## src/design/binary_keying_modulator_core_macros.svh

```systemverilog
// ----------------------------------------------------------------------------
// Binary keying modulator assertion macros
// Shared assertion shorthands; each expects clk and rst in scope.
// ----------------------------------------------------------------------------
`ifndef BINARY_KEYING_MODULATOR_CORE_MACROS_SVH
`define BINARY_KEYING_MODULATOR_CORE_MACROS_SVH

// Consequent must hold on the cycle after the antecedent.
`define BKM_ASSERT_NEXT(label, ante, cons, msg) \
  label: assert property (@(posedge clk) disable iff (rst) (ante) |=> (cons)) \
    else $error(msg);

// Consequent must hold in the same cycle as the antecedent.
`define BKM_ASSERT_SAME(label, ante, cons, msg) \
  label: assert property (@(posedge clk) disable iff (rst) (ante) |-> (cons)) \
    else $error(msg);

`endif

```

## src/design/bkm_pkg.sv

```systemverilog
// ----------------------------------------------------------------------------
// Binary keying modulator package
// Shared types, register codes, reset values and the sine table builder.
// ----------------------------------------------------------------------------
package bkm_pkg;

  localparam int MAX_SAMPLES_PER_BIT_DEF = 64;
  localparam int SINE_TABLE_BITS_DEF     = 10;
  localparam int PHASE_BITS_DEF          = 32;

  localparam int CFG_INDEX_W = 3;
  localparam int CFG_DATA_W  = 32;
  localparam int AMP_W       = 8;
  localparam int INC_W       = 32;
  localparam int OFFS_W      = 16;
  localparam int SPB_W       = 7;
  localparam int SAMPLE_W    = 17;
  localparam int WAVE_W      = 16;
  localparam int QWAVE_W     = 15;

  localparam logic [AMP_W-1:0] AMP_ONE_RST  = 8'd64;
  localparam logic [AMP_W-1:0] AMP_ZERO_RST = 8'd128;
  localparam logic [SPB_W-1:0] SPB_RST      = 7'd16;

  // pi in unsigned Q40
  localparam longint unsigned PI_Q40 = 64'h0000_0324_3F6A_8886;

  typedef enum logic [CFG_INDEX_W-1:0] {
    REG_AMP_ONE         = 3'd0,
    REG_AMP_ZERO        = 3'd1,
    REG_INC_ONE         = 3'd2,
    REG_INC_ZERO        = 3'd3,
    REG_PHASE_ONE       = 3'd4,
    REG_PHASE_ZERO      = 3'd5,
    REG_SAMPLES_PER_BIT = 3'd6
  } cfg_reg_t;

  typedef struct packed {
    logic [AMP_W-1:0]  amp_one;
    logic [AMP_W-1:0]  amp_zero;
    logic [INC_W-1:0]  inc_one;
    logic [INC_W-1:0]  inc_zero;
    logic [OFFS_W-1:0] phase_one;
    logic [OFFS_W-1:0] phase_zero;
    logic [SPB_W-1:0]  samples_per_bit;
  } cfg_t;

  // Per-sample control that travels alongside the sine lookup.
  typedef struct packed {
    logic             data_level;
    logic             last;
    logic [AMP_W-1:0] amp;
  } smp_ctl_t;

  // Quarter-wave point k, unsigned Q0.15, from a 13-term Taylor series in Q28.
  function automatic logic [QWAVE_W-1:0] quarter_value(input int k, input int table_bits);
    longint unsigned prod;
    longint unsigned x;
    longint unsigned x2;
    longint unsigned term;
    longint unsigned v;
    longint          sum;
    int              sh;
    sh   = table_bits + 12;
    prod = PI_Q40 * longint'(2 * k + 1);
    x    = (prod + (64'd1 << (sh - 1))) >> sh;
    x2   = (x * x) >> 28;
    term = x;
    sum  = longint'(x);
    term = (term * x2) >> 28; term = term / 64'd6;   sum = sum - longint'(term);
    term = (term * x2) >> 28; term = term / 64'd20;  sum = sum + longint'(term);
    term = (term * x2) >> 28; term = term / 64'd42;  sum = sum - longint'(term);
    term = (term * x2) >> 28; term = term / 64'd72;  sum = sum + longint'(term);
    term = (term * x2) >> 28; term = term / 64'd110; sum = sum - longint'(term);
    term = (term * x2) >> 28; term = term / 64'd156; sum = sum + longint'(term);
    term = (term * x2) >> 28; term = term / 64'd210; sum = sum - longint'(term);
    term = (term * x2) >> 28; term = term / 64'd272; sum = sum + longint'(term);
    term = (term * x2) >> 28; term = term / 64'd342; sum = sum - longint'(term);
    term = (term * x2) >> 28; term = term / 64'd420; sum = sum + longint'(term);
    term = (term * x2) >> 28; term = term / 64'd506; sum = sum - longint'(term);
    term = (term * x2) >> 28; term = term / 64'd600; sum = sum + longint'(term);
    if (sum < 0) begin
      sum = 0;
    end
    v = (longint'(sum) * 64'd32767 + (64'd1 << 27)) >> 28;
    if (v > 64'd32767) begin
      v = 64'd32767;
    end
    return v[QWAVE_W-1:0];
  endfunction

endpackage

```

## src/design/binary_keying_modulator_core.sv

```systemverilog
// ----------------------------------------------------------------------------
// Binary keying modulator core
// ASK / FSK / PSK carrier generator driven by one data bit per request.
// ----------------------------------------------------------------------------
// Each accepted request carries one data bit and produces samples_per_bit
// carrier samples (clamped to 1..MAX_SAMPLES_PER_BIT, zero counts as one),
// one sample per clock while the master side takes them. The next bit is
// taken in the same cycle as the last sample of the current one, so a bit
// stream runs with no gaps. An accepted bit is registered in the phase
// generator and each of its samples in the output stage. Each sample is
// amp * sin(phase + offset) with amplitude, increment and offset picked by
// the bit, so ASK, FSK and PSK are all just register settings. Two phase
// accumulators (one per increment) advance on every sample regardless of
// the bit; start_of_message zeroes both before its bit. The user must write
// configuration only while the core is idle; the core does not enforce it.
// ----------------------------------------------------------------------------
module binary_keying_modulator_core #(
  parameter int MAX_SAMPLES_PER_BIT = bkm_pkg::MAX_SAMPLES_PER_BIT_DEF,
  parameter int SINE_TABLE_BITS     = bkm_pkg::SINE_TABLE_BITS_DEF,
  parameter int PHASE_BITS          = bkm_pkg::PHASE_BITS_DEF
) (
  input  logic                            clk,
  input  logic                            rst,
  // configuration write port
  input  logic                            cfg_we,
  input  logic [bkm_pkg::CFG_INDEX_W-1:0] cfg_index,
  input  logic [bkm_pkg::CFG_DATA_W-1:0]  cfg_data,
  // slave side: one data bit per request
  input  logic                            s_tvalid,
  output logic                            s_tready,
  input  logic [7:0]                      s_tdata,   // [0] data_bit, [7:1] zero
  input  logic                            s_tuser,   // [0] start_of_message
  // master side: one carrier sample per request
  output logic                            m_tvalid,
  input  logic                            m_tready,
  output logic [23:0]                     m_tdata,   // [16:0] sample, [23:17] zero
  output logic                            m_tuser,   // [0] data_level
  output logic                            m_tlast    // last_of_bit
);

  bkm_pkg::cfg_t                      cfg;
  bkm_pkg::smp_ctl_t                  smp_ctl;
  logic                               smp_valid;
  logic                               out_ready;
  logic [SINE_TABLE_BITS-1:0]         lut_addr;
  logic signed [bkm_pkg::WAVE_W-1:0]  wave;
  logic [bkm_pkg::SAMPLE_W-1:0]       sample;

  bkm_cfg_regs u_cfg (
    .clk       (clk),
    .rst       (rst),
    .cfg_we    (cfg_we),
    .cfg_index (cfg_index),
    .cfg_data  (cfg_data),
    .cfg       (cfg)
  );

  // Holds the current bit, counts its samples, and runs the accumulators.
  bkm_phase_gen #(
    .MAX_SAMPLES_PER_BIT (MAX_SAMPLES_PER_BIT),
    .SINE_TABLE_BITS     (SINE_TABLE_BITS),
    .PHASE_BITS          (PHASE_BITS)
  ) u_phase (
    .clk              (clk),
    .rst              (rst),
    .cfg              (cfg),
    .in_valid         (s_tvalid),
    .in_ready         (s_tready),
    .data_bit         (s_tdata[0]),
    .start_of_message (s_tuser),
    .out_ready        (out_ready),
    .smp_valid        (smp_valid),
    .smp_ctl          (smp_ctl),
    .lut_addr         (lut_addr)
  );

  // Quarter-wave sine table, addressed by the top phase bits.
  bkm_sine_lut #(
    .SINE_TABLE_BITS (SINE_TABLE_BITS)
  ) u_lut (
    .addr (lut_addr),
    .wave (wave)
  );

  // Amplitude scaling and the output register; advance only when it frees.
  bkm_out_stage u_out (
    .clk         (clk),
    .rst         (rst),
    .smp_valid   (smp_valid),
    .smp_ctl     (smp_ctl),
    .wave        (wave),
    .out_ready   (out_ready),
    .m_tvalid    (m_tvalid),
    .m_tready    (m_tready),
    .sample      (sample),
    .data_level  (m_tuser),
    .last_of_bit (m_tlast)
  );

  assign m_tdata = {7'b0, sample};

endmodule

```

## src/design/bkm_cfg_regs.sv

```systemverilog
// ----------------------------------------------------------------------------
// Binary keying modulator configuration registers
// Write-only register file; unknown indexes are dropped.
// ----------------------------------------------------------------------------
module bkm_cfg_regs (
  input  logic                               clk,
  input  logic                               rst,
  input  logic                               cfg_we,
  input  logic [bkm_pkg::CFG_INDEX_W-1:0]    cfg_index,
  input  logic [bkm_pkg::CFG_DATA_W-1:0]     cfg_data,
  output bkm_pkg::cfg_t                      cfg
);

  always_ff @(posedge clk) begin
    if (rst) begin
      cfg.amp_one         <= bkm_pkg::AMP_ONE_RST;
      cfg.amp_zero        <= bkm_pkg::AMP_ZERO_RST;
      cfg.inc_one         <= '0;
      cfg.inc_zero        <= '0;
      cfg.phase_one       <= '0;
      cfg.phase_zero      <= '0;
      cfg.samples_per_bit <= bkm_pkg::SPB_RST;
    end else if (cfg_we) begin
      case (bkm_pkg::cfg_reg_t'(cfg_index))
        bkm_pkg::REG_AMP_ONE:         cfg.amp_one         <= cfg_data[bkm_pkg::AMP_W-1:0];
        bkm_pkg::REG_AMP_ZERO:        cfg.amp_zero        <= cfg_data[bkm_pkg::AMP_W-1:0];
        bkm_pkg::REG_INC_ONE:         cfg.inc_one         <= cfg_data[bkm_pkg::INC_W-1:0];
        bkm_pkg::REG_INC_ZERO:        cfg.inc_zero        <= cfg_data[bkm_pkg::INC_W-1:0];
        bkm_pkg::REG_PHASE_ONE:       cfg.phase_one       <= cfg_data[bkm_pkg::OFFS_W-1:0];
        bkm_pkg::REG_PHASE_ZERO:      cfg.phase_zero      <= cfg_data[bkm_pkg::OFFS_W-1:0];
        bkm_pkg::REG_SAMPLES_PER_BIT: cfg.samples_per_bit <= cfg_data[bkm_pkg::SPB_W-1:0];
        default: begin
        end
      endcase
    end
  end

endmodule

```

## src/design/bkm_phase_gen.sv

```systemverilog
// ----------------------------------------------------------------------------
// Binary keying modulator phase generator
// Holds the current bit, counts its samples and runs both phase accumulators.
// ----------------------------------------------------------------------------
`include "binary_keying_modulator_core_macros.svh"

module bkm_phase_gen #(
  parameter int MAX_SAMPLES_PER_BIT = bkm_pkg::MAX_SAMPLES_PER_BIT_DEF,
  parameter int SINE_TABLE_BITS     = bkm_pkg::SINE_TABLE_BITS_DEF,
  parameter int PHASE_BITS          = bkm_pkg::PHASE_BITS_DEF
) (
  input  logic                       clk,
  input  logic                       rst,
  input  bkm_pkg::cfg_t              cfg,
  input  logic                       in_valid,
  output logic                       in_ready,
  input  logic                       data_bit,
  input  logic                       start_of_message,
  input  logic                       out_ready,
  output logic                       smp_valid,
  output bkm_pkg::smp_ctl_t          smp_ctl,
  output logic [SINE_TABLE_BITS-1:0] lut_addr
);

  localparam int CW = (MAX_SAMPLES_PER_BIT > 1) ? $clog2(MAX_SAMPLES_PER_BIT) : 1;

  logic                  active;
  logic                  bit_q;
  logic [CW-1:0]         remaining;
  logic [PHASE_BITS-1:0] acc_one;
  logic [PHASE_BITS-1:0] acc_zero;

  logic                       accept;
  logic                       advance;
  logic                       final_smp;
  logic [bkm_pkg::SPB_W-1:0]  count_sat;
  logic [bkm_pkg::SPB_W-1:0]  count_m1;
  logic [PHASE_BITS-1:0]      inc_one_k;
  logic [PHASE_BITS-1:0]      inc_zero_k;
  logic [PHASE_BITS-1:0]      offs_ext;
  logic [PHASE_BITS-1:0]      lookup;

  // Clamp the sample count to 1..MAX.
  always_comb begin
    if (cfg.samples_per_bit == '0) begin
      count_sat = bkm_pkg::SPB_W'(1);
    end else if (cfg.samples_per_bit > bkm_pkg::SPB_W'(MAX_SAMPLES_PER_BIT)) begin
      count_sat = bkm_pkg::SPB_W'(MAX_SAMPLES_PER_BIT);
    end else begin
      count_sat = cfg.samples_per_bit;
    end
    count_m1 = count_sat - bkm_pkg::SPB_W'(1);
  end

  assign advance   = active && out_ready;
  assign final_smp = (remaining == '0);
  assign in_ready  = !active || (advance && final_smp);
  assign accept    = in_valid && in_ready;

  assign inc_one_k  = cfg.inc_one[bkm_pkg::INC_W-1 -: PHASE_BITS];
  assign inc_zero_k = cfg.inc_zero[bkm_pkg::INC_W-1 -: PHASE_BITS];

  always_comb begin
    offs_ext = PHASE_BITS'(bit_q ? cfg.phase_one : cfg.phase_zero) << (PHASE_BITS - 16);
    lookup   = (bit_q ? acc_one : acc_zero) + offs_ext;
  end

  assign lut_addr           = lookup[PHASE_BITS-1 -: SINE_TABLE_BITS];
  assign smp_valid          = advance;
  assign smp_ctl.data_level = bit_q;
  assign smp_ctl.last       = final_smp;
  assign smp_ctl.amp        = bit_q ? cfg.amp_one : cfg.amp_zero;

  always_ff @(posedge clk) begin
    if (rst) begin
      active    <= 1'b0;
      bit_q     <= 1'b0;
      remaining <= '0;
    end else if (accept) begin
      active    <= 1'b1;
      bit_q     <= data_bit;
      remaining <= count_m1[CW-1:0];
    end else if (advance && final_smp) begin
      active <= 1'b0;
    end else if (advance) begin
      remaining <= remaining - CW'(1);
    end
  end

  // Both accumulators run on every sample; a message start zeroes them.
  always_ff @(posedge clk) begin
    if (rst) begin
      acc_one  <= '0;
      acc_zero <= '0;
    end else if (accept && start_of_message) begin
      acc_one  <= '0;
      acc_zero <= '0;
    end else if (advance) begin
      acc_one  <= acc_one + inc_one_k;
      acc_zero <= acc_zero + inc_zero_k;
    end
  end

  `BKM_ASSERT_NEXT(a_som_clears, accept && start_of_message, acc_one == '0 && acc_zero == '0, "message start did not clear accumulators")
  `BKM_ASSERT_NEXT(a_acc_hold, !advance && !accept, $stable(acc_one) && $stable(acc_zero), "accumulators moved without a sample")
  `BKM_ASSERT_NEXT(a_cnt_hold, active && !out_ready, active && $stable(remaining) && $stable(bit_q), "sample counter moved while stalled")

endmodule

```

## src/design/bkm_sine_lut.sv

```systemverilog
// ----------------------------------------------------------------------------
// Binary keying modulator sine lookup
// Quarter-wave constant table, mirrored and negated by the top phase bits.
// ----------------------------------------------------------------------------
module bkm_sine_lut #(
  parameter int SINE_TABLE_BITS = bkm_pkg::SINE_TABLE_BITS_DEF
) (
  input  logic [SINE_TABLE_BITS-1:0]       addr,
  output logic signed [bkm_pkg::WAVE_W-1:0] wave
);

  localparam int QUARTER_LEN = 2 ** (SINE_TABLE_BITS - 2);

  logic [bkm_pkg::QWAVE_W-1:0] quarter_rom [QUARTER_LEN];
  logic [1:0]                  quad;
  logic [SINE_TABLE_BITS-3:0]  idx;
  logic [bkm_pkg::WAVE_W-1:0]  mag;

  for (genvar k = 0; k < QUARTER_LEN; k++) begin : g_rom
    localparam logic [bkm_pkg::QWAVE_W-1:0] QV = bkm_pkg::quarter_value(k, SINE_TABLE_BITS);
    assign quarter_rom[k] = QV;
  end

  always_comb begin
    quad = addr[SINE_TABLE_BITS-1 -: 2];
    idx  = quad[0] ? ~addr[SINE_TABLE_BITS-3:0] : addr[SINE_TABLE_BITS-3:0];
    mag  = {1'b0, quarter_rom[idx]};
    wave = quad[1] ? $signed(-mag) : $signed(mag);
  end

endmodule

```

## src/design/bkm_out_stage.sv

```systemverilog
// ----------------------------------------------------------------------------
// Binary keying modulator output stage
// Scales the sine by the amplitude and holds the result for the master side.
// ----------------------------------------------------------------------------
module bkm_out_stage (
  input  logic                                clk,
  input  logic                                rst,
  input  logic                                smp_valid,
  input  bkm_pkg::smp_ctl_t                   smp_ctl,
  input  logic signed [bkm_pkg::WAVE_W-1:0]   wave,
  output logic                                out_ready,
  output logic                                m_tvalid,
  input  logic                                m_tready,
  output logic [bkm_pkg::SAMPLE_W-1:0]        sample,
  output logic                                data_level,
  output logic                                last_of_bit
);

  localparam int PROD_W = bkm_pkg::WAVE_W + bkm_pkg::AMP_W + 1;

  logic signed [PROD_W-1:0] prod;

  // Signed sine times unsigned amplitude; taking bits from 7 up floors by 128.
  always_comb begin
    prod = $signed({{(PROD_W - bkm_pkg::WAVE_W){wave[bkm_pkg::WAVE_W-1]}}, wave}) *
           $signed({{(PROD_W - bkm_pkg::AMP_W){1'b0}}, smp_ctl.amp});
  end

  assign out_ready = !m_tvalid || m_tready;

  always_ff @(posedge clk) begin
    if (rst) begin
      m_tvalid <= 1'b0;
    end else if (smp_valid) begin
      m_tvalid <= 1'b1;
    end else if (m_tready) begin
      m_tvalid <= 1'b0;
    end
  end

  always_ff @(posedge clk) begin
    if (smp_valid) begin
      sample      <= prod[bkm_pkg::SAMPLE_W+6:7];
      data_level  <= smp_ctl.data_level;
      last_of_bit <= smp_ctl.last;
    end
  end

endmodule

```

## config.mk

```make
export PLATFORM = sky130hd
export DESIGN_NAME = binary_keying_modulator_core
export DESIGN_NICKNAME = d
export VERILOG_FILES = /design/src/design/bkm_pkg.sv /design/src/design/binary_keying_modulator_core.sv /design/src/design/bkm_cfg_regs.sv /design/src/design/bkm_phase_gen.sv /design/src/design/bkm_sine_lut.sv /design/src/design/bkm_out_stage.sv
export VERILOG_INCLUDE_DIRS = /design/src /design/src/design
export SDC_FILE = /design/constraint.sdc
export NUM_CORES = 1
export LEC_CHECK = 0
export ABC_AREA = 1
export BUFFER_PORTS_ARGS = -buffer_cell sky130_fd_sc_hd__buf_2
export CAP_MARGIN = 30
export CELL_PAD_IN_SITES_DETAIL_PLACEMENT = 1
export CELL_PAD_IN_SITES_GLOBAL_PLACEMENT = 2
export CORE_MARGIN = 2
export CORE_UTILIZATION = 39
export DETAILED_ROUTE_END_ITERATION = 8
export GPL_TIMING_DRIVEN = 0
export PLACE_DENSITY_LB_ADDON = 0.1
export SETUP_SLACK_MARGIN = 0.1
export SYNTH_ARGS = -nofsm -noshare
export SYNTH_HDL_FRONTEND = slang
export SYNTH_SLANG_ARGS = --single-unit
export TNS_END_PERCENT = 1
```

## constraint.sdc

```tcl
create_clock -name clk -period 26.8 [get_ports clk]
set_input_delay 5.36 -clock clk [delete_from_list [all_inputs] [get_ports clk]]
set_output_delay 5.36 -clock clk [all_outputs]
set_load 0.05 [all_outputs]
```

==> results.cfg, run 1 <==
[yosys]
synth_seq_area_share_pct = 22.2
yosys_warnings = 0
ys_types = 54
syn-cell-area_mm2 = 0.0199
ys_ff_latch = 211
synth_ff_type = dfxtp_1
async_reset_ff_share_pct = 0
syn_inst = 3024
avgSynthCellArea_um2 = 6.58
synth_edf_count = 19

[clock_network]
hold_buffers = 0
clock_latency_ns = 0.56
cts_setup_buffers = 0
clk_pin_slew_ns = 0.06
post_cts_resized = 0
cts_buffer_depth = 3
cts_buffers = 27
cts_tree = yes
htreeDepth = 1
cts-root-buf = clkbuf_16
clkSinkCount = 211

[global_route]
antenna_found_initial = 0
grt_pass1_vias = 22400
grt_overflow = 0
grt_max_degree = 29
grt_use_total_pct = 32.1
grt_pass1_wl_mm = 131

[die]
die_h_um = 230
start_util_pct = 39.6
coreArea_mm2 = 0.0503
dieArea_mm2 = 0.0529
die_x_um = 230
io_pins = 77
rows = 82

[drt]
drt_first_pass_iters = 5
dr_total_vias = 21400
drtAntennaViolNets = 0
drcViolationCount = 0
initialDrtViolationCount = 1707
viasPerCell = 5.62
drt_wl_total_mm = 85.6
wl_per_cell_um = 22.5

[finish]
fin_util_pct = 43.6
area_growth_syn_to_layout_pct = 10.1
final_common_cell = nand2_1
layout.nets = 3405
drive_gt1_share_pct = 7.20
final_cell_mix = 611 x nand2_1, 445 x nor2_1, 363 x inv_1

[pwr]
power.internal_mw = 0.969
switching_power_mw = 1.17
clkPwrFrac_pct = 16.5
power.leakage_nw = 10.9
p_sw_share_pct = 54.7
powerDensity_mw_per_mm2 = 97.5
combPwrFrac_pct = 65.7
power_frac_seq_pct = 17.9
vdd_drop_max_mv = 0.0570

[hold_path]
hp-class = reg2reg

[sta]
max_slew.worst_pin.slew_ns = 0.991
fmax_mhz = 83.6
min_period_ns = 11.96
clock_skew_ns = 0.0289
period_share_pct = 44.6
finalHoldWorstSlack_ns = 0.454
setup_viol = 0
final_hold_viol_count = 0
slew_headroom_pct = 33.7
rsz0062_at_grt = false
slew_violations = 0
setup_tns_ns = 0

[critical_path]
critPathTopFamily = simple AND/OR/NAND/NOR gates
worstPathRequired_ns = 27.10
cp-end-kind = register
crit_slowest_cell = nand3_1
cp_num_buf_inv = 11
cp_common_cell = nand2_1
path_class = reg2reg
cp_slowest_stage_delay_ns = 0.55
start_kind = register
cp.arrival_ns = 12.27
crit_path_max_fanout = 11

[flow_run]
cap_violations = 0

[run_status]
status = finished clean

[place]
dp.final_hpwl_mm = 67.3
gp_congestion = 1.07
numPortBuffers = 62
sequential cells by signal, summed over array words and instances, names as in the netlist:
register / count
u_out.m_tvalid: 1
u_phase.remaining: 6
u_out.sample: 17
u_cfg.cfg: 119
u_phase.acc_zero: 32
u_phase.bit_q: 1
u_out.last_of_bit: 1
u_phase.acc_one: 32
u_out.data_level: 1
u_phase.active: 1
final timing paths:
kind                       start          endpoint  slack (ns)  depth (start not counted)
setup / recovery   u_phase.bit_q  u_out.sample[14]       14.84                         50
hold / removal    u_cfg.cfg[107]    u_cfg.cfg[107]        0.45                          2
setup reg to reg   u_phase.bit_q  u_out.sample[14]       14.84                         50
hold reg to reg   u_cfg.cfg[107]    u_cfg.cfg[107]        0.45                          2
cell families after synthesis:
kind of cell             Yosys count  share of synthesized area, %
AND/OR/NAND/NOR                 1367                          28.6
adder cells (fa/ha/maj)          235                          18.6
AO/OA/AOI/OAI                    616                          16.7
buffers and inverters            515                          10.3
XOR/XNOR                          79                          3.63
flip-flops                       211                          22.2
other                              1                        0.0188
power groups by stage:
stage          clock (mW)  combinational (mW)  sequential [mW]
3_3_place_gp            0                1.34            0.387
4_1_cts             0.359                1.37            0.382
3_5_place_dp            0                1.36            0.389
6_report            0.352                1.40            0.382
2_1_floorplan           0               0.883            0.429
5_1_grt             0.371                1.53            0.385
synthesized netlist by cell type (2+ instances only):
| cell | count | share of area (%) |
|---|---|---|
| a21o_1 | 3 | 0.11 |
| a21oi_1 | 205 | 5.2 |
| a22oi_1 | 2 | 0.075 |
| a31oi_1 | 10 | 0.31 |
| and2_1 | 3 | 0.094 |
| buf_1 | 6 | 0.11 |
| buf_2 | 23 | 0.58 |
| buf_4 | 16 | 0.60 |
| buf_6 | 5 | 0.28 |
| clkbuf_1 | 70 | 1.3 |
| clkinv_1 | 6 | 0.11 |
| dfxtp_1 | 192 | 19 |
| edfxtp_1 | 19 | 2.9 |
| fa_1 | 101 | 10 |
| ha_1 | 134 | 8.4 |
| inv_1 | 363 | 6.8 |
| inv_2 | 26 | 0.49 |
| nand2_1 | 611 | 12 |
| nand2_2 | 17 | 0.53 |
| nand2_4 | 5 | 0.28 |
| nand3_1 | 222 | 5.6 |
| nand3_2 | 4 | 0.20 |
| nand3b_1 | 10 | 0.38 |
| nand4_1 | 17 | 0.53 |
| nor2_1 | 445 | 8.4 |
| nor2_2 | 11 | 0.35 |
| nor3_1 | 12 | 0.30 |
| nor4_1 | 2 | 0.063 |
| o2111ai_1 | 3 | 0.13 |
| o211ai_1 | 22 | 0.83 |
| o21a_1 | 7 | 0.26 |
| o21ai_0 | 275 | 6.9 |
| o21ai_1 | 42 | 1.1 |
| o21ai_2 | 2 | 0.088 |
| o21bai_1 | 5 | 0.19 |
| o221ai_1 | 10 | 0.44 |
| o22ai_1 | 15 | 0.47 |
| o311ai_1 | 2 | 0.088 |
| o31ai_1 | 7 | 0.26 |
| or2_2 | 5 | 0.16 |
| xnor2_1 | 30 | 1.3 |
| xor2_1 | 45 | 2.0 |
| xor2_2 | 3 | 0.25 |
routing by layer:
metal | vias up | GRT usage [%] | routed length [µm]
met5 | - | 0 | 0
met4 | 0 | 14.2 | 4180
met3 | 217 | 3.83 | 4440
met2 | 661 | 55.6 | 40900
met1 | 10500 | 40.0 | 36100
li1 | 9986 | - | -
cell type report:
type | instances | area (µm²)
Multi-Input combinational cell | 2304 | 13500
Inverter | 395 | 1480
Tap cell | 672 | 841
Clock inverter | 7 | 62.6
Timing Repair Buffer | 62 | 310
Buffer | 120 | 578
Clock buffer | 38 | 777
Fill cell | 6732 | 28300
Antenna cell | 1 | 2.50
Sequential cell | 211 | 4410
per-stage QoR:
step,total power [mW],cell area (µm²),worst slack (ns),cells
4_1_cts,2.11,21900,15.01,3809
5_1_grt,2.29,21900,14.24,3809
6_report,2.14,21900,14.84,3810
3_3_place_gp,1.72,21100,15.22,3764
2_1_floorplan,1.31,19900,15.56,3030
3_5_place_dp,1.75,21100,15.12,3764
worst min-delay path, cell delays in order, from the launching register on:
cell     delay, ns
dfxtp_1       0.29
inv_1         0.06
a21oi_1       0.05
Note: power is estimated with default switching activity, not from simulation.
==> run 2, diff against run 1 <==
- CORE_UTILIZATION: 39 -> 32
- clock period: 26.8 -> 10 ns (I/O delays scaled with it)
==> run 2 against run 1 <==
Effect of this change:
- combinational power grew to 2.8 times the previous value
- largest cell class unchanged
- via count shrank 1.6%
- non-clock buffer count grew 3
- cell count grew 4.5%
- highest routed layer is now met5
==> results.cfg, run 2 (synthesized netlist as in run 1, its figures left out) <==
[run_status]
status = finished clean

[sta]
max_slew.worst_pin.slew_ns = 1.01
fmax_mhz = 107
period_share_pct = 93.5
slew_headroom_pct = 32.1
slew_violations = 0
min_period_ns = 9.35
final_hold_viol_count = 0
rsz0062_at_grt = false
setup_viol = 0
clock_skew_ns = 0.0421

[critical_path]
cp_num_buf_inv = 10
critPathTopFamily = simple AND/OR/NAND/NOR gates
cp-end-kind = register
r2r-start = u_phase.bit_q
crit_path_max_fanout = 11
start_kind = register
worstSetupStartpoint = u_phase.bit_q
crit_slowest_cell = fa_1
worstPathRequired_ns = 10.34
path_class = reg2reg
cp_slowest_stage_delay_ns = 0.57
cp.arrival_ns = 9.69
cp_common_cell = nand2_1

[clock_network]
cts_tree = yes
cts_buffer_depth = 3
clk_pin_slew_ns = 0.06
htreeDepth = 1
clkSinkCount = 211
clock_latency_ns = 0.59
cts-root-buf = clkbuf_16
hold_buffers = 0
cts_buffers = 28

[pwr]
switching_power_mw = 3.21
vdd_drop_max_mv = 0.124
combPwrFrac_pct = 65.3
clkPwrFrac_pct = 17.4
p_sw_share_pct = 54.4
power.internal_mw = 2.69
power_frac_seq_pct = 17.4
power.leakage_nw = 11.0
powerDensity_mw_per_mm2 = 262

[drt]
viasPerCell = 5.29
initialDrtViolationCount = 1285
drt_wl_total_mm = 87.8
top_layer = met5
wl_met1_mm = 38.1
wl_per_cell_um = 22.1
dr_total_vias = 21000
wl_met3_mm = 4.16
drcViolationCount = 0
drt_first_pass_iters = 7
drtAntennaViolNets = 0
met2WireLength_mm = 42.0

[finish]
antenna_cells = 0
largest_reg_flops = 119
regArea_mm2 = 0.00442
fin_util_pct = 36.6
finalNonFillerCells = 3980
top_regs = u_cfg.cfg: 119 flops, u_phase.acc_one: 32 flops, u_phase.acc_zero: 32 flops
layout.nets = 3409
final_common_cell = nand2_1
num-fill-cells = 7949
area_growth_syn_to_layout_pct = 13.2
multi_input_area_mm2 = 0.0137
final_cell_mix = 600 x nand2_1, 439 x nor2_1, 361 x inv_1
top_register = u_cfg.cfg
drive_gt1_share_pct = 9.10

[global_route]
grt_max_degree = 29
grt_pass1_vias = 22200
antenna_found_initial = 2
grt_use_total_pct = 27.3
grt_pass1_wl_mm = 134
grt_overflow = 0

[die]
die_x_um = 253
rows = 91
io_pins = 77
die_h_um = 253
dieArea_mm2 = 0.0642
start_util_pct = 32.3
coreArea_mm2 = 0.0616

[place]
gp_congestion = 0.987
numPortBuffers = 62
dp.cells = 3929
dp.final_hpwl_mm = 70.1

[flow_run]
cap_violations = 0

[hold_path]
hp-class = reg2reg
min_from = u_cfg.cfg[109]
run 2: changes by cell type in the layout (fill, tap and decap cells not counted), sizes merged:
cell / previous run / this run
clkinvlp: 1 / 2
clkinv: 11 / 12
diode: 1 / 0
buf: 112 / 117
inv: 389 / 388
run 2: worst paths after layout:
path | endpoint | slack, ns | cells past startpoint
setup / recovery | u_out.sample[14] | 0.65 | 45
setup reg to reg | u_out.sample[14] | 0.65 | 45
hold reg to reg | u_cfg.cfg[109] | 0.45 | 2
hold / removal | u_cfg.cfg[109] | 0.45 | 2
run 2: worst min-delay path: cells and delay by family, from the launching register on:
kind,cells,cell delay (ns)
buffers and inverters,1,0.06
DFF,1,0.30
AOI/OAI and AO/OA,1,0.05
run 2: power by group through the flow:
stage | clock, mW | combinational (mW) | sequential, mW
finish | 1.03 | 3.85 | 1.02
CTS | 1.06 | 3.74 | 1.02
global placement | 0 | 3.68 | 1.04
floorplan | 0 | 2.37 | 1.15
global route | 1.09 | 4.22 | 1.04
detailed placement | 0 | 3.69 | 1.04
run 2: final cells by class:
| cell class | count | share of cell area (%) |
|---|---|---|
| buffer | 119 | 2.71 |
| clock buffer | 40 | 3.75 |
| clock inverter | 8 | 0.427 |
| inverter | 395 | 6.60 |
| multi-input combinational | 2304 | 60.7 |
| sequential | 211 | 19.6 |
| tap | 837 | 4.65 |
| timing repair buffer | 66 | 1.53 |
run 2: per-layer routing:
| metal | up-vias | global-route usage [%] |
|---|---|---|
| met1 | 10300 | 34.2 |
| met2 | 539 | 47.8 |
| li1 | 10000 | - |
| met4 | 2 | 10.3 |
| met3 | 183 | 3.26 |
| met5 | - | 0 |
run 2: stage by stage:
stage	setup slack, ns	area [µm²]	hold slack (ns)	TNS [ns]	power (mW)
after floorplan	1.45	19900	0.424	0	3.52
after global placement	-1.80	21300	0.436	-23.83	4.71
after detailed placement	-1.78	21300	0.443	-24.01	4.73
after CTS	0.106	22300	0.452	0	5.82
after global routing	0.0805	22500	0.484	0	6.35
final	0.653	22500	0.452	0	5.90
run 2: repair_timing:
| action | 4_1_cts | 5_1_grt |
|---|---|---|
| resized for setup | 32 | 51 |
| buffers inserted | 1 | 2 |
| pin swaps | 0 | 6 |
| setup endpoints to repair | 17 | 16 |
==> run 3, diff against run 2 <==
- CORE_ASPECT_RATIO: default -> 1.1
- CORE_UTILIZATION: 32 -> 25
==> run 3 against run 2 <==
Effect of this change:
- via count shrank 0.69%
- routed wire length grew 5.4%
- sequential cell count is the same
- die area grew 28%
- maximum frequency grew 0.75%
- sequential share of layout area shrank 0.28 points
- combinational power grew 1%
- setup slack gained 0.069 ns
- register-to-register slack gained 0.07 ns
- clock skew shrank 0.0059 ns
- critical endpoint unchanged
==> results.cfg, run 3 (synthesized netlist as in run 1, its figures left out) <==
[pwr]
powerDensity_mw_per_mm2 = 259
power.leakage_nw = 11.0
vdd_drop_max_mv = 0.173

[place]
dp.final_hpwl_mm = 74.8
post-place-ws_ns = -1.62
gp_congestion = 1.01
numPortBuffers = 62

[sta]
fmax_mhz = 108
max_slew.worst_pin.slew_ns = 1.01
min_period_ns = 9.28
final_hold_viol_count = 0
clock_skew_ns = 0.0362
layout_setup_ws_ns = 0.722
setup_viol = 0
slew_violations = 0
period_share_pct = 92.8
rsz0062_at_grt = false
setup_tns_ns = 0
slew_headroom_pct = 31.8

[critical_path]
critPathTopFamily = simple AND/OR/NAND/NOR gates
path_class = reg2reg
crit_slowest_cell = o21ai_0
cp_slowest_stage_delay_ns = 0.60
cp.arrival_ns = 9.62
crit_path_max_fanout = 19
cp-end-kind = register
cp_common_cell = nand2_1
start_kind = register
worstPathRequired_ns = 10.34
cp_num_buf_inv = 12

[hold_path]
hp-class = reg2reg

[global_route]
grt_overflow = 0
grt_max_degree = 29
grt_use_total_pct = 22.5
grt_pass1_wl_mm = 140
grt_pass1_vias = 22400
antenna_found_initial = 2

[clock_network]
cts_buffer_depth = 3
htreeDepth = 1
clkSinkCount = 211
cts_buffers = 28
cts-root-buf = clkbuf_16
cts_tree = yes
hold_buffers = 0
clk_pin_slew_ns = 0.06
clock_latency_ns = 0.60

[finish]
area_growth_syn_to_layout_pct = 14.8
layout.nets = 3414
drive_gt1_share_pct = 9.43
final_cell_mix = 593 x nand2_1, 440 x nor2_1, 361 x inv_1
final_common_cell = nand2_1
largest_reg_flops = 119
top_regs = u_cfg.cfg: 119 flops, u_phase.acc_one: 32 flops, u_phase.acc_zero: 32 flops
top_register = u_cfg.cfg
antenna_cells = 0

[die]
coreArea_mm2 = 0.0789
dieArea_mm2 = 0.0819
start_util_pct = 25.2
rows = 108
io_pins = 77
die_h_um = 300
die_x_um = 273

[drt]
drt_wl_total_mm = 92.5
dr_total_vias = 20900
initialDrtViolationCount = 1190
drt_first_pass_iters = 5
drcViolationCount = 0
viasPerCell = 4.98
drtAntennaViolNets = 0
wl_per_cell_um = 22.1

[flow_run]
cap_violations = 0

[run_status]
status = finished clean
==> run 3: changes by cell type in the layout (fill, tap and decap cells not counted), moves of 2 or more <==
cell | previous run | this run
clkbuf_8 | 10 | 4
buf_4 | 20 | 24
nor3_1 | 12 | 10
nand2_1 | 600 | 593
buf_6 | 8 | 6
nand2_2 | 23 | 30
clkbuf_1 | 66 | 72
o21ai_1 | 41 | 39
clkbuf_4 | 1 | 3
nor3_2 | 1 | 3
==> run 3: tightest hold or removal path, stage by stage (launching register included) <==
cell,delay [ns]
dfxtp_1,0.29
inv_1,0.05
a21oi_1,0.05
==> run 3: report_power, final <==
| group | internal [mW] | switching, mW |
|---|---|---|
| combinational | 1.12 | 2.78 |
| clock | 0.569 | 0.416 |
| sequential | 0.983 | 0.0436 |
| total | 2.67 | 3.24 |
==> run 3: stage by stage <==
step / hold WS, ns / power, mW / instance area, µm² / instances / util (%)
after floorplan: 0.424 / 3.52 / 19900 / 3030 / -
after global placement: 0.435 / 4.80 / 21500 / 4137 / 27.3
after detailed placement: 0.444 / 4.79 / 21600 / 4139 / 27.3
after CTS: 0.453 / 5.85 / 22600 / 4187 / 28.6
after global routing: 0.486 / 6.42 / 22800 / 4193 / 28.9
final: 0.450 / 5.91 / 22800 / 4193 / 28.9
==> run 3: path summary, 6_finish.rpt <==
path,cells after the start,to,from,slack [ns]
max,50,u_out.sample[14],u_phase.bit_q,0.72
min,2,u_cfg.cfg[103],u_cfg.cfg[103],0.45
min reg2reg,2,u_cfg.cfg[103],u_cfg.cfg[103],0.45
max reg2reg,50,u_out.sample[14],u_phase.bit_q,0.72
==> run 3: layout make-up <==
class / count / area [µm²]
clock inverter: 8 / 92.6
fill: 10000 / 56100
timing repair buffer: 71 / 389
sequential: 211 / 4420
buffer: 119 / 603
multi-input combinational: 2304 / 13800
tap: 1045 / 1310
clock buffer: 40 / 786
inverter: 395 / 1490
==> run 3: repair_timing <==
item | in CTS | in global routing
endpoints found under the setup margin | 17 | 16
pin swaps | 2 | 8
gates resized for setup | 29 | 65
setup buffers | 1 | 6
==> run 3: layer usage <==
layer	vias up	GRT usage (%)	routed length, µm
met3	173	2.28	3160
met4	4	9.00	4100
li1	10000	-	-
met1	10300	27.9	40100
met2	435	39.9	45100
met5	-	0	27
